**config.mk**
```make
export PLATFORM = sky130hd
export DESIGN_NAME = ordinal_range_record_validator
export DESIGN_NICKNAME = d
export VERILOG_FILES = /design/src/hw/rtl/ordval_pkg.sv /design/src/hw/rtl/ordval_in_stage.sv /design/src/hw/rtl/ordval_checker.sv /design/src/hw/rtl/ordval_out_stage.sv /design/src/hw/rtl/ordinal_range_record_validator.sv
export SDC_FILE = /design/constraint.sdc
export NUM_CORES = 1
export LEC_CHECK = 0
export ABC_AREA = 1
export BUFFER_PORTS_ARGS = -buffer_cell sky130_fd_sc_hd__clkbuf_2
export CORE_ASPECT_RATIO = 0.9
export CORE_MARGIN = 10
export CORE_UTILIZATION = 60
export DETAILED_ROUTE_END_ITERATION = 10
export GPL_ROUTABILITY_DRIVEN = 0
export HOLD_SLACK_MARGIN = 0.08
export PLACE_DENSITY = 0.8
export SLEW_MARGIN = 20
export SYNTH_ARGS = -nofsm -noshare
export SYNTH_HDL_FRONTEND = slang
export SYNTH_SLANG_ARGS = --single-unit
```
**constraint.sdc**
```tcl
create_clock -name clk -period 6.2 [get_ports clk]
set_input_delay 0.62 -clock clk [delete_from_list [all_inputs] [get_ports clk]]
set_output_delay 0.62 -clock clk [all_outputs]
set_load 0.02 [all_outputs]
```
**src/hw/rtl/ordval_pkg.sv**
```systemverilog
// Shared types, constants and helpers for the ordinal range record validator.
package ordval_pkg;

    localparam int ORD_W   = 25;
    localparam int TOTAL_W = 26;
    localparam int BODY_W  = 28;
    localparam int POS_W   = 5;
    localparam int FIELD_W = 32;

    localparam logic [ORD_W-1:0]  MAX_ORDINAL = 25'h100_0000;
    localparam logic [BODY_W-1:0] BODY_LIMIT  = 28'hFFF_FFFF;
    localparam logic [63:0]       MAGIC_WORD  = 64'h4C43_444F_4D31_0000;
    localparam logic [7:0]        RELEASE_ONE = 8'd1;

    // Header byte positions
    localparam logic [POS_W-1:0] POS_MAGIC_END  = 5'd7;
    localparam logic [POS_W-1:0] POS_RELEASE    = 5'd8;
    localparam logic [POS_W-1:0] POS_POINTS_END = 5'd16;
    localparam logic [POS_W-1:0] POS_RANGES_END = 5'd24;
    localparam logic [POS_W-1:0] HEADER_BYTES   = 5'd25;

    // Byte slots within one 8-byte range pair
    localparam logic [2:0] SLOT_START_END = 3'd3;
    localparam logic [2:0] SLOT_PAIR_END  = 3'd7;

    typedef enum logic [2:0] {
        ST_OK        = 3'd0,
        ST_TRUNCATED = 3'd1,
        ST_LENGTH    = 3'd2,
        ST_MAGIC     = 3'd3,
        ST_NONCANON  = 3'd4
    } status_t;

    typedef struct packed {
        logic [7:0] data;
        logic       last;
    } in_word_t;

    typedef struct packed {
        status_t          status;
        logic [ORD_W-1:0] num_points;
        logic [ORD_W-1:0] num_ranges;
    } result_t;

    // Expected magic byte at a header position, first byte highest
    function automatic logic [7:0] magic_byte(input logic [2:0] idx);
        logic [63:0] w;
        w = MAGIC_WORD >> {~idx, 3'b000};
        return w[7:0];
    endfunction

endpackage

```
**src/hw/rtl/ordval_in_stage.sv**
```systemverilog
// Input register: holds one record word until the checker consumes it.
module ordval_in_stage (
    input  logic                clk,
    input  logic                rst_n,
    input  logic                in_valid,
    output logic                in_ready,
    input  logic [7:0]          data_byte,
    input  logic                last_byte,
    input  logic                out_free,
    output logic                advance,
    output ordval_pkg::in_word_t word
);
    import ordval_pkg::*;

    logic     valid_reg;
    logic     valid_next;
    in_word_t word_reg;

    // Advance unless a final word would land on a full result register
    assign advance  = valid_reg && (!word_reg.last || out_free);
    assign in_ready = !valid_reg || advance;
    assign word     = word_reg;

    always_comb
    begin
        valid_next = valid_reg;
        if (in_valid && in_ready)
        begin
            valid_next = 1'b1;
        end
        else if (advance)
        begin
            valid_next = 1'b0;
        end
    end

    always_ff @(posedge clk or negedge rst_n)
    begin
        if (!rst_n)
        begin
            valid_reg <= 1'b0;
        end
        else
        begin
            valid_reg <= valid_next;
        end
    end

    // Capture the payload on accept
    always_ff @(posedge clk)
    begin
        if (in_valid && in_ready)
        begin
            word_reg.data <= data_byte;
            word_reg.last <= last_byte;
        end
    end

endmodule

```
**src/hw/rtl/ordval_checker.sv**
```systemverilog
// Record checker: header decode, range pair checks and the final verdict.
module ordval_checker (
    input  logic                 clk,
    input  logic                 rst_n,
    input  logic                 fire,
    input  ordval_pkg::in_word_t word,
    output logic                 res_valid,
    output ordval_pkg::result_t  result
);
    import ordval_pkg::*;

    logic [POS_W-1:0]   pos_reg,       pos_next;
    logic [FIELD_W-1:0] field_reg,     field_next;
    logic               hi_reg,        hi_next;
    logic               magic_bad_reg, magic_bad_next;
    logic [ORD_W-1:0]   points_reg,    points_next;
    logic [ORD_W-1:0]   ranges_reg,    ranges_next;
    logic [BODY_W-1:0]  body_reg,      body_next;
    logic [ORD_W-1:0]   start_reg,     start_next;
    logic [ORD_W-1:0]   prev_end_reg,  prev_end_next;
    logic               have_prev_reg, have_prev_next;
    logic [TOTAL_W-1:0] total_reg,     total_next;
    status_t            err_reg,       err_next;

    logic [FIELD_W-1:0] shifted;
    logic               carry_hi;
    logic [BODY_W-1:0]  pair_limit;
    logic [ORD_W-1:0]   other_limit;
    logic [ORD_W-1:0]   most_ranges;
    logic [ORD_W-1:0]   span;
    logic               pair_bad;
    status_t            verdict;

    always_comb
    begin
        shifted     = {field_reg[FIELD_W-9:0], word.data};
        carry_hi    = hi_reg | (|field_reg[FIELD_W-1:FIELD_W-8]);
        pair_limit  = {ranges_reg, 3'b000};
        other_limit = MAX_ORDINAL - points_reg + ORD_W'(1);
        most_ranges = (other_limit < points_reg) ? other_limit : points_reg;
        span        = shifted[ORD_W-1:0] - start_reg;
        pair_bad    = ({7'b0, start_reg} >= shifted)
                      || (shifted > FIELD_W'(MAX_ORDINAL))
                      || (have_prev_reg && (start_reg <= prev_end_reg));

        pos_next       = pos_reg;
        field_next     = field_reg;
        hi_next        = hi_reg;
        magic_bad_next = magic_bad_reg;
        points_next    = points_reg;
        ranges_next    = ranges_reg;
        body_next      = body_reg;
        start_next     = start_reg;
        prev_end_next  = prev_end_reg;
        have_prev_next = have_prev_reg;
        total_next     = total_reg;
        err_next       = err_reg;

        if (pos_reg < HEADER_BYTES)
        begin
            // Header: decode fields until the first error, count bytes always
            pos_next = pos_reg + POS_W'(1);
            if (err_reg == ST_OK)
            begin
                field_next = shifted;
                hi_next    = carry_hi;
                case (pos_reg)
                    POS_MAGIC_END:
                    begin
                        if (magic_bad_reg || (word.data != magic_byte(pos_reg[2:0])))
                        begin
                            err_next = ST_MAGIC;
                        end
                        field_next = '0;
                        hi_next    = 1'b0;
                    end
                    POS_RELEASE:
                    begin
                        if (word.data != RELEASE_ONE)
                        begin
                            err_next = ST_NONCANON;
                        end
                        field_next = '0;
                        hi_next    = 1'b0;
                    end
                    POS_POINTS_END:
                    begin
                        if (carry_hi || (shifted == '0) || (shifted > FIELD_W'(MAX_ORDINAL)))
                        begin
                            err_next = ST_NONCANON;
                        end
                        else
                        begin
                            points_next = shifted[ORD_W-1:0];
                        end
                        field_next = '0;
                        hi_next    = 1'b0;
                    end
                    POS_RANGES_END:
                    begin
                        if (carry_hi || (shifted == '0) || (shifted > FIELD_W'(most_ranges)))
                        begin
                            err_next = ST_LENGTH;
                        end
                        else
                        begin
                            ranges_next = shifted[ORD_W-1:0];
                        end
                        field_next = '0;
                        hi_next    = 1'b0;
                    end
                    default:
                    begin
                        if (pos_reg < POS_MAGIC_END)
                        begin
                            magic_bad_next = magic_bad_reg
                                             | (word.data != magic_byte(pos_reg[2:0]));
                        end
                    end
                endcase
            end
        end
        else if (ranges_reg != '0)
        begin
            // Body: assemble start/end words while error-free and within the declared length
            if ((err_reg == ST_OK) && (body_reg < pair_limit))
            begin
                field_next = shifted;
                case (body_reg[2:0])
                    SLOT_START_END:
                    begin
                        start_next = (shifted > FIELD_W'(MAX_ORDINAL))
                                     ? MAX_ORDINAL + ORD_W'(1) : shifted[ORD_W-1:0];
                        field_next = '0;
                    end
                    SLOT_PAIR_END:
                    begin
                        field_next = '0;
                        if (pair_bad)
                        begin
                            err_next = ST_NONCANON;
                        end
                        else
                        begin
                            total_next     = total_reg + {1'b0, span};
                            prev_end_next  = shifted[ORD_W-1:0];
                            have_prev_next = 1'b1;
                        end
                    end
                    default:
                    begin
                    end
                endcase
            end
            // Saturate the body byte count
            if (body_reg != BODY_LIMIT)
            begin
                body_next = body_reg + BODY_W'(1);
            end
        end

        // Verdict from the state after this word; length outranks range errors
        if (ranges_next != '0)
        begin
            if (body_next != {ranges_next, 3'b000})
            begin
                verdict = ST_LENGTH;
            end
            else if (err_next != ST_OK)
            begin
                verdict = err_next;
            end
            else if (total_next != {1'b0, points_next})
            begin
                verdict = ST_NONCANON;
            end
            else
            begin
                verdict = ST_OK;
            end
        end
        else if (err_next != ST_OK)
        begin
            verdict = err_next;
        end
        else
        begin
            verdict = ST_TRUNCATED;
        end
    end

    assign res_valid         = fire && word.last;
    assign result.status     = verdict;
    assign result.num_points = points_next;
    assign result.num_ranges = ranges_next;

    // Advance the record state; drop it all after the final word
    always_ff @(posedge clk or negedge rst_n)
    begin
        if (!rst_n)
        begin
            pos_reg       <= '0;
            field_reg     <= '0;
            hi_reg        <= 1'b0;
            magic_bad_reg <= 1'b0;
            points_reg    <= '0;
            ranges_reg    <= '0;
            body_reg      <= '0;
            start_reg     <= '0;
            prev_end_reg  <= '0;
            have_prev_reg <= 1'b0;
            total_reg     <= '0;
            err_reg       <= ST_OK;
        end
        else if (fire)
        begin
            if (word.last)
            begin
                pos_reg       <= '0;
                field_reg     <= '0;
                hi_reg        <= 1'b0;
                magic_bad_reg <= 1'b0;
                points_reg    <= '0;
                ranges_reg    <= '0;
                body_reg      <= '0;
                start_reg     <= '0;
                prev_end_reg  <= '0;
                have_prev_reg <= 1'b0;
                total_reg     <= '0;
                err_reg       <= ST_OK;
            end
            else
            begin
                pos_reg       <= pos_next;
                field_reg     <= field_next;
                hi_reg        <= hi_next;
                magic_bad_reg <= magic_bad_next;
                points_reg    <= points_next;
                ranges_reg    <= ranges_next;
                body_reg      <= body_next;
                start_reg     <= start_next;
                prev_end_reg  <= prev_end_next;
                have_prev_reg <= have_prev_next;
                total_reg     <= total_next;
                err_reg       <= err_next;
            end
        end
    end

endmodule

```
**src/hw/rtl/ordval_out_stage.sv**
```systemverilog
// Result register: holds one verdict word until the consumer takes it.
module ordval_out_stage (
    input  logic                        clk,
    input  logic                        rst_n,
    input  logic                        res_valid,
    input  ordval_pkg::result_t         result,
    output logic                        out_free,
    output logic                        out_valid,
    input  logic                        out_ready,
    output logic [2:0]                  status,
    output logic [ordval_pkg::ORD_W-1:0] num_points,
    output logic [ordval_pkg::ORD_W-1:0] num_ranges
);
    import ordval_pkg::*;

    logic    valid_reg;
    logic    valid_next;
    result_t result_reg;

    assign out_free   = !valid_reg || out_ready;
    assign out_valid  = valid_reg;
    assign status     = result_reg.status;
    assign num_points = result_reg.num_points;
    assign num_ranges = result_reg.num_ranges;

    always_comb
    begin
        valid_next = valid_reg;
        if (res_valid)
        begin
            valid_next = 1'b1;
        end
        else if (out_ready)
        begin
            valid_next = 1'b0;
        end
    end

    always_ff @(posedge clk or negedge rst_n)
    begin
        if (!rst_n)
        begin
            valid_reg <= 1'b0;
        end
        else
        begin
            valid_reg <= valid_next;
        end
    end

    // Load a fresh verdict
    always_ff @(posedge clk)
    begin
        if (res_valid)
        begin
            result_reg <= result;
        end
    end

endmodule

```
**src/hw/rtl/ordinal_range_record_validator.sv**
```systemverilog
// Top level of the ordinal range record validator.
//
//   channel  signals                                  direction
//   in       in_valid, in_ready, data_byte, last_byte  record bytes in, one per word
//   out      out_valid, out_ready, status,             one verdict word per record,
//            num_points, num_ranges                    after the final byte
//
// Takes one byte per cycle unless a final byte is held for the result register; the checker is
// combinational between the input register and the result register.
// out_valid rises once the final byte has passed from the input register into the result register.
// Reset (rst_n low) clears all record state, so the next byte starts a record.
// While a verdict waits on out_ready, non-final bytes keep flowing; a final
// byte is held in the input register until the result register frees up.
module ordinal_range_record_validator (
    input  logic                        clk,
    input  logic                        rst_n,
    input  logic                        in_valid,
    output logic                        in_ready,
    input  logic [7:0]                  data_byte,
    input  logic                        last_byte,
    output logic                        out_valid,
    input  logic                        out_ready,
    output logic [2:0]                  status,
    output logic [ordval_pkg::ORD_W-1:0] num_points,
    output logic [ordval_pkg::ORD_W-1:0] num_ranges
);
    import ordval_pkg::*;

    logic     out_free;
    logic     advance;
    in_word_t word;
    logic     res_valid;
    result_t  result;

    ordval_in_stage u_in_stage (
        .clk       (clk),
        .rst_n     (rst_n),
        .in_valid  (in_valid),
        .in_ready  (in_ready),
        .data_byte (data_byte),
        .last_byte (last_byte),
        .out_free  (out_free),
        .advance   (advance),
        .word      (word)
    );

    ordval_checker u_checker (
        .clk       (clk),
        .rst_n     (rst_n),
        .fire      (advance),
        .word      (word),
        .res_valid (res_valid),
        .result    (result)
    );

    ordval_out_stage u_out_stage (
        .clk        (clk),
        .rst_n      (rst_n),
        .res_valid  (res_valid),
        .result     (result),
        .out_free   (out_free),
        .out_valid  (out_valid),
        .out_ready  (out_ready),
        .status     (status),
        .num_points (num_points),
        .num_ranges (num_ranges)
    );

    // A verdict never lands on an untaken one
    a_no_overwrite: assert property (@(posedge clk) disable iff (!rst_n)
        res_valid |-> out_free)
        else $error("verdict loaded while result register full");

    // Truncated only when no range count was accepted
    a_trunc_no_ranges: assert property (@(posedge clk) disable iff (!rst_n)
        (out_valid && (status == ST_TRUNCATED)) |-> (num_ranges == '0))
        else $error("truncated verdict with a range count");

    // An accepted range count never exceeds the point count
    a_ranges_le_points: assert property (@(posedge clk) disable iff (!rst_n)
        out_valid |-> (num_ranges <= num_points))
        else $error("range count above point count");

    // A passing record carries both counts
    a_ok_counts: assert property (@(posedge clk) disable iff (!rst_n)
        (out_valid && (status == ST_OK)) |-> ((num_points != '0) && (num_ranges != '0)))
        else $error("ok verdict with a zero count");

endmodule
```
# Yosys cells after proc, flatten, opt, wreduce, memory -nomap -nowiden
# Cells that the tools add are included.
dict set report totals {
  ff_bits 261
  latchBits 0
  mem_bits_rw 0
  mem_bits_ro 0
  output_inout_bits 55
  mem_count 0
}
dict set report op_classes {
  n_addsub 6
  n_mul 0
  div 0
  n_lt_le_gt_ge 8
  eq_ne 15
  shifts 1
  muxes 78
  bitwise_logic 3
  reduce_logical 42
}
# cell n
set ops {}
lappend ops {{25-bit two-way mux} 23}
lappend ops {{32-bit two-way mux} 7}
lappend ops {{26-bit two-way mux} 6}
lappend ops {{28-bit two-way mux} 4}
lappend ops {{63-bit by 6-bit >> shifter with 8-bit output (first input constant)} 1}
lappend ops {{25-bit nonzero test} 2}
lappend ops {{3-bit two-way mux} 16}
lappend ops {{25-bit by 32-bit greater-or-equal comparator with 1-bit output} 1}
lappend ops {{32-bit by 25-bit greater-than comparator with 1-bit output} 1}
lappend ops {{32-bit by 25-bit greater-than comparator with 1-bit output (second input constant)} 1}
lappend ops {{32-bit logical NOT} 1}
lappend ops {{28-bit by 1-bit adder with 28-bit output (second input constant)} 1}
lappend ops {{28-bit less-than comparator} 1}
lappend ops {{28-bit != test} 1}
lappend ops {{28-bit != test (second input constant)} 1}
lappend ops {{26-bit by 25-bit adder with 26-bit output} 1}
lappend ops {{26-bit by 25-bit != test with 1-bit output} 1}
lappend ops {{25-bit by 1-bit adder with 25-bit output (second input constant)} 1}
lappend ops {{25-bit less-or-equal comparator} 1}
lappend ops {{25-bit less-than comparator} 1}
lappend ops {{25-bit subtractor} 1}
lappend ops {{25-bit subtractor (first input constant)} 1}
lappend ops {{1-bit two-way mux} 19}
lappend ops {{2-bit nonzero test} 9}
lappend ops {{30 further kinds} 51}

# Longest topological paths before layout
dict set report logic_depth {
  word_depth 14
  depth_mapped 48
  ltp_nobuf 46
}

# Modules after synthesis
# Synthesis repeated with hierarchy kept, for this count alone.
dict set report hier_totals {
  hier_cells 2666
  hier_area_um2 19404.9
}
# module n_inst cells_each area_per_inst_um2 seq_area_each_um2
set by_module_without_submodules {}
lappend by_module_without_submodules {ordval_checker 1 2591 17436.7 4929.7}
lappend by_module_without_submodules {ordval_out_stage 1 58 1636.6 1616.6}
lappend by_module_without_submodules {ordval_in_stage 1 17 331.6 295.3}

# Worst setup path before layout
# Ideal clock, no wire load.
dict set report synth_path {
  kind {register to register}
  from {register u_checker.points_reg[2]}
  to {register u_out_stage.result_reg, in the netlist u_out_stage.status[2], data pin}
  t_arrival_ns 5.404
  t_required_ns 5.942
  slack_ns 0.538
  path_stages_with_launch 41
  n_path_buf 3
  path_cell_list {dfrtp_1 inv_1 ha_1 inv_1 nor3_1 inv_1 nor3_1 inv_1 nor2_1 nand3_1 inv_1 nand4_1 nor3_1 nand4_1 ha_1 xor2_1 nand2_1 inv_1 [... 5 more ...] nand2_1 ha_1 nand4_1 nor4_1 nand3b_1 nand2_2 nand3_1 buf_2 nand2_1 nand2_1 nor2_1 nand2_1 nor2_1 nand2_1 nor2_1 nor2_1 nand2_1 a21oi_1}
}
# item line
set synth_rtl {}
lappend synth_rtl {{start, declared} ordval_checker.sv:16} ;# logic [ORD_W-1:0] points_reg, points_next;
lappend synth_rtl {{start signal, assigned} ordval_checker.sv:238} ;# points_reg <= points_next;
lappend synth_rtl {{end signal, assigned} ordval_out_stage.sv:56} ;# result_reg <= result;
lappend synth_rtl {{end, declared} ordval_out_stage.sv:18} ;# result_t result_reg;

==> impl_metrics.tcl <==
set metrics [dict create \
    cts_made_buffers 30 \
    synth.distinct_cells 50 \
    die-area_um2 38800 \
    p_seq_share_pct 33.8 \
    drv_slew 0 \
    tns_ps 0 \
    rsz0062_at_grt "true" \
    clock_skew_ps 11.1 \
    maxCapViolCount 0 \
    cts_tree "built" \
    clock-sinks 261 \
    status "finished clean" \
    startpoint "u_checker.points_reg[1]" \
    chipHeight_um 188 \
    wirelength_um 66500 \
    reg2reg_depth 45 \
    boundaryPins 68 \
    antenna_cells 0 \
    port_buffers 67 \
    fin_crit_sh_pct 99.4 \
    final-hold-violation-count 0 \
    die_w_um 207 \
    core_um2 30900 \
    irDropWorstVdd_v 0.000220 \
    grt_use_total_pct 32.6 \
    period_needed_ps 6160 \
    reg2reg_to "u_out_stage.status[2]" \
    yosys_warnings 0 \
    layout_commonest_cell "nand2_1" \
    dp_hpwl_um 47800 \
    setup-violations-final 0 \
    root_buffer "clkbuf_16" \
    drc_errors 0 \
    arrival_ps 6500 \
    avgRoutedWirePerCell_um 21.5 \
    holdWs_ps 141 \
    worst-path-buf-inv 9 \
    clk_latency_ps 590 \
    post_drt_via_cell_ratio 6.37 \
    drtIter0Drc 2889 \
    worstHoldPathType "input pin to async pin" \
    ant_nets 0 \
    area_delta_synth_final_pct 14.5 \
    grt_overflow 0 \
    path_max_fanout 23 \
    avgSynthCellArea_um2 7.36 \
    reg2reg_from "u_checker.points_reg[1]" \
    sw_frac_of_total_pct 40.1 \
    rows 61 \
    syn_area_um2 18800 \
    crit_type "flop to flop" \
    grt_max_degree 98 \
    htree_levels 1 \
    cp.required_ps 6540 \
    antenna_found_initial 0 \
    cts_hold_buffers 0 \
    worst_setup_path_start_kind "flop" \
    cp_common_cell "nand2_1" \
    comb_power_share_pct 36.4 \
    clk_pin_slew_ps 60 \
    end_kind "flop" \
    r2r_slack_ps 40 \
    layout_common_cells "618 x nand2_1, 315 x inv_1, 199 x dfrtp_1" \
    cpPeakStageDelay_ps 390 \
    drt_pre_antenna_iters 10 \
    synthesis.nets 2738 \
    grt_pass1_wl_um 100000 \
    internal_power_w 0.00349 \
    leakagePower_nw 10.5 \
    ys_ff_latch 261 \
    fin_nets 2845 \
    ys_seq_area_share_pct 36.4 \
    crit_family "simple AND/OR/NAND/NOR gates" \
    tightest_slew_ps 1070 \
    relSlewSlack_pct 28.7 \
    fmax_ghz 0.162 \
    start_util_pct 60.8 \
    switching_power_w 0.00233 \
    grt_pass1_vias 18400 \
    vias 19700 \
    cpMaxStageDelayCell "dfrtp_1" \
    layout-drive-gt1-share_pct 12.5 \
    clockBufferDepth 3 \
    pwr-share-clk_pct 29.9 \
    syn_inst 2556 \
    p_per_area_nw_per_um2 271 \
    largest_reg_flops 32 \
]
==> kinds of logic after synthesis <==
group | synth area share (%)
xor gates and xnor gates | 3.31
AOI/OAI and AO/OA | 12.7
adders and majority gates | 11.3
DFF | 36.4
and+or+nand+nor | 27.5
buffers and inverters | 8.76
==> cell usage after synthesis, drive strengths merged <==
master   instances  area [um^2]
o32ai            1         8.76
fa               2         40.0
edfxtp          62         1860
and2             2         12.5
o22ai           88          551
nand3b          12         90.1
o2111ai          2         17.5
xnor2           18          158
nand2          665         2500
buf             17          104
o221ai           1         8.76
a211oi           2         15.0
a2bb2oi          1         8.76
clkinv           1         3.75
or2              3         18.8
a31oi            6         37.5
clkbuf          56          210
o21bai           4         30.0
nor2           210          821
xor2            53          464
ha             167         2090
inv            354         1330
a21boi           4         33.8
nor4             6         37.5
dfrtp          199         4980
nor3            36          196
o21a             4         30.0
a21o             7         52.6
o211ai           5         37.5
nand4           83          519
a32o             1         10.0
a22o            13          114
a2111oi          1         8.76
nor3b            4         30.0
nand3          182          946
a21oi          119          599
o21ai          165          826
==> repair_timing <==
| action | CTS | global route |
|---|---|---|
| gates resized for setup | 8 | 130 |
| gates cloned | 1 | 5 |
| endpoints found under the setup margin | 3 | 3 |
| endpoints found under the hold margin | 0 | 0 |
| pin swaps | 3 | 46 |
| buffers inserted | 2 | 27 |
==> metrics by stage <==
step                      instances  utilization (%)  instance area, um^2  power [W]  worst slack [ps]
after floorplan                2556                -                18800    0.00330               538
after global placement         3006             63.8                19700    0.00390              16.1
after detailed placement       3006             63.8                19700    0.00395              -233
after CTS                      3062             67.2                20800    0.00569              4.69
after global routing           3093             69.7                21500    0.00607              -329
final                          3093             69.7                21500    0.00583              36.9
==> worst max-delay path by stage <==
stage	endpoint	slack, ps	cells past startpoint
floorplan	u_out_stage.status[2]	540	40
global placement	u_out_stage.status[2]	20	40
detailed placement	u_out_stage.status[2]	-230	40
CTS	u_out_stage.status[2]	5	43
global route	u_out_stage.status[2]	-330	47
finish	u_out_stage.status[2]	40	45
==> per-layer routing <==
| metal | vias to the layer above | routed length [um] | part of all wire [%] | track usage (%) |
|---|---|---|---|---|
| met5 | - | 0 | 0 | 0 |
| met4 | 0 | 4170 | 6.3 | 16.5 |
| met3 | 344 | 9750 | 15 | 9.37 |
| met2 | 1487 | 27800 | 42 | 47.6 |
| met1 | 9106 | 24800 | 37 | 43.1 |
| li1 | 8753 | - | - | - |
==> cell type report <==
class / instances / area [um^2]
clock buffer: 46 / 871
clock inverter: 7 / 71.3
fill: 2427 / 9380
inverter: 355 / 1330
multi-input combinational: 1868 / 10800
sequential: 261 / 6840
tap: 409 / 512
timing repair buffer: 147 / 1070
==> worst reg2reg max path, delay by kind of cell (launching register included) <==
kind / cells / cell delay [ps]
fa+ha+maj: 3 / 700
flops: 1 / 390
compound gates: 2 / 210
buf+inv: 9 / 1030
simple gates: 30 / 3390
xor+xnor: 1 / 170
==> power by group through the flow <==
| stage | clock (W) | combinational (W) | sequential [W] |
|---|---|---|---|
| after floorplan | 0 | 0.00134 | 0.00196 |
| after global placement | 0 | 0.00192 | 0.00198 |
| after detailed placement | 0 | 0.00197 | 0.00199 |
| after CTS | 0.00174 | 0.00199 | 0.00196 |
| after global routing | 0.00181 | 0.00228 | 0.00197 |
| final | 0.00174 | 0.00212 | 0.00197 |
Note: power is estimated with default switching activity, not from simulation.
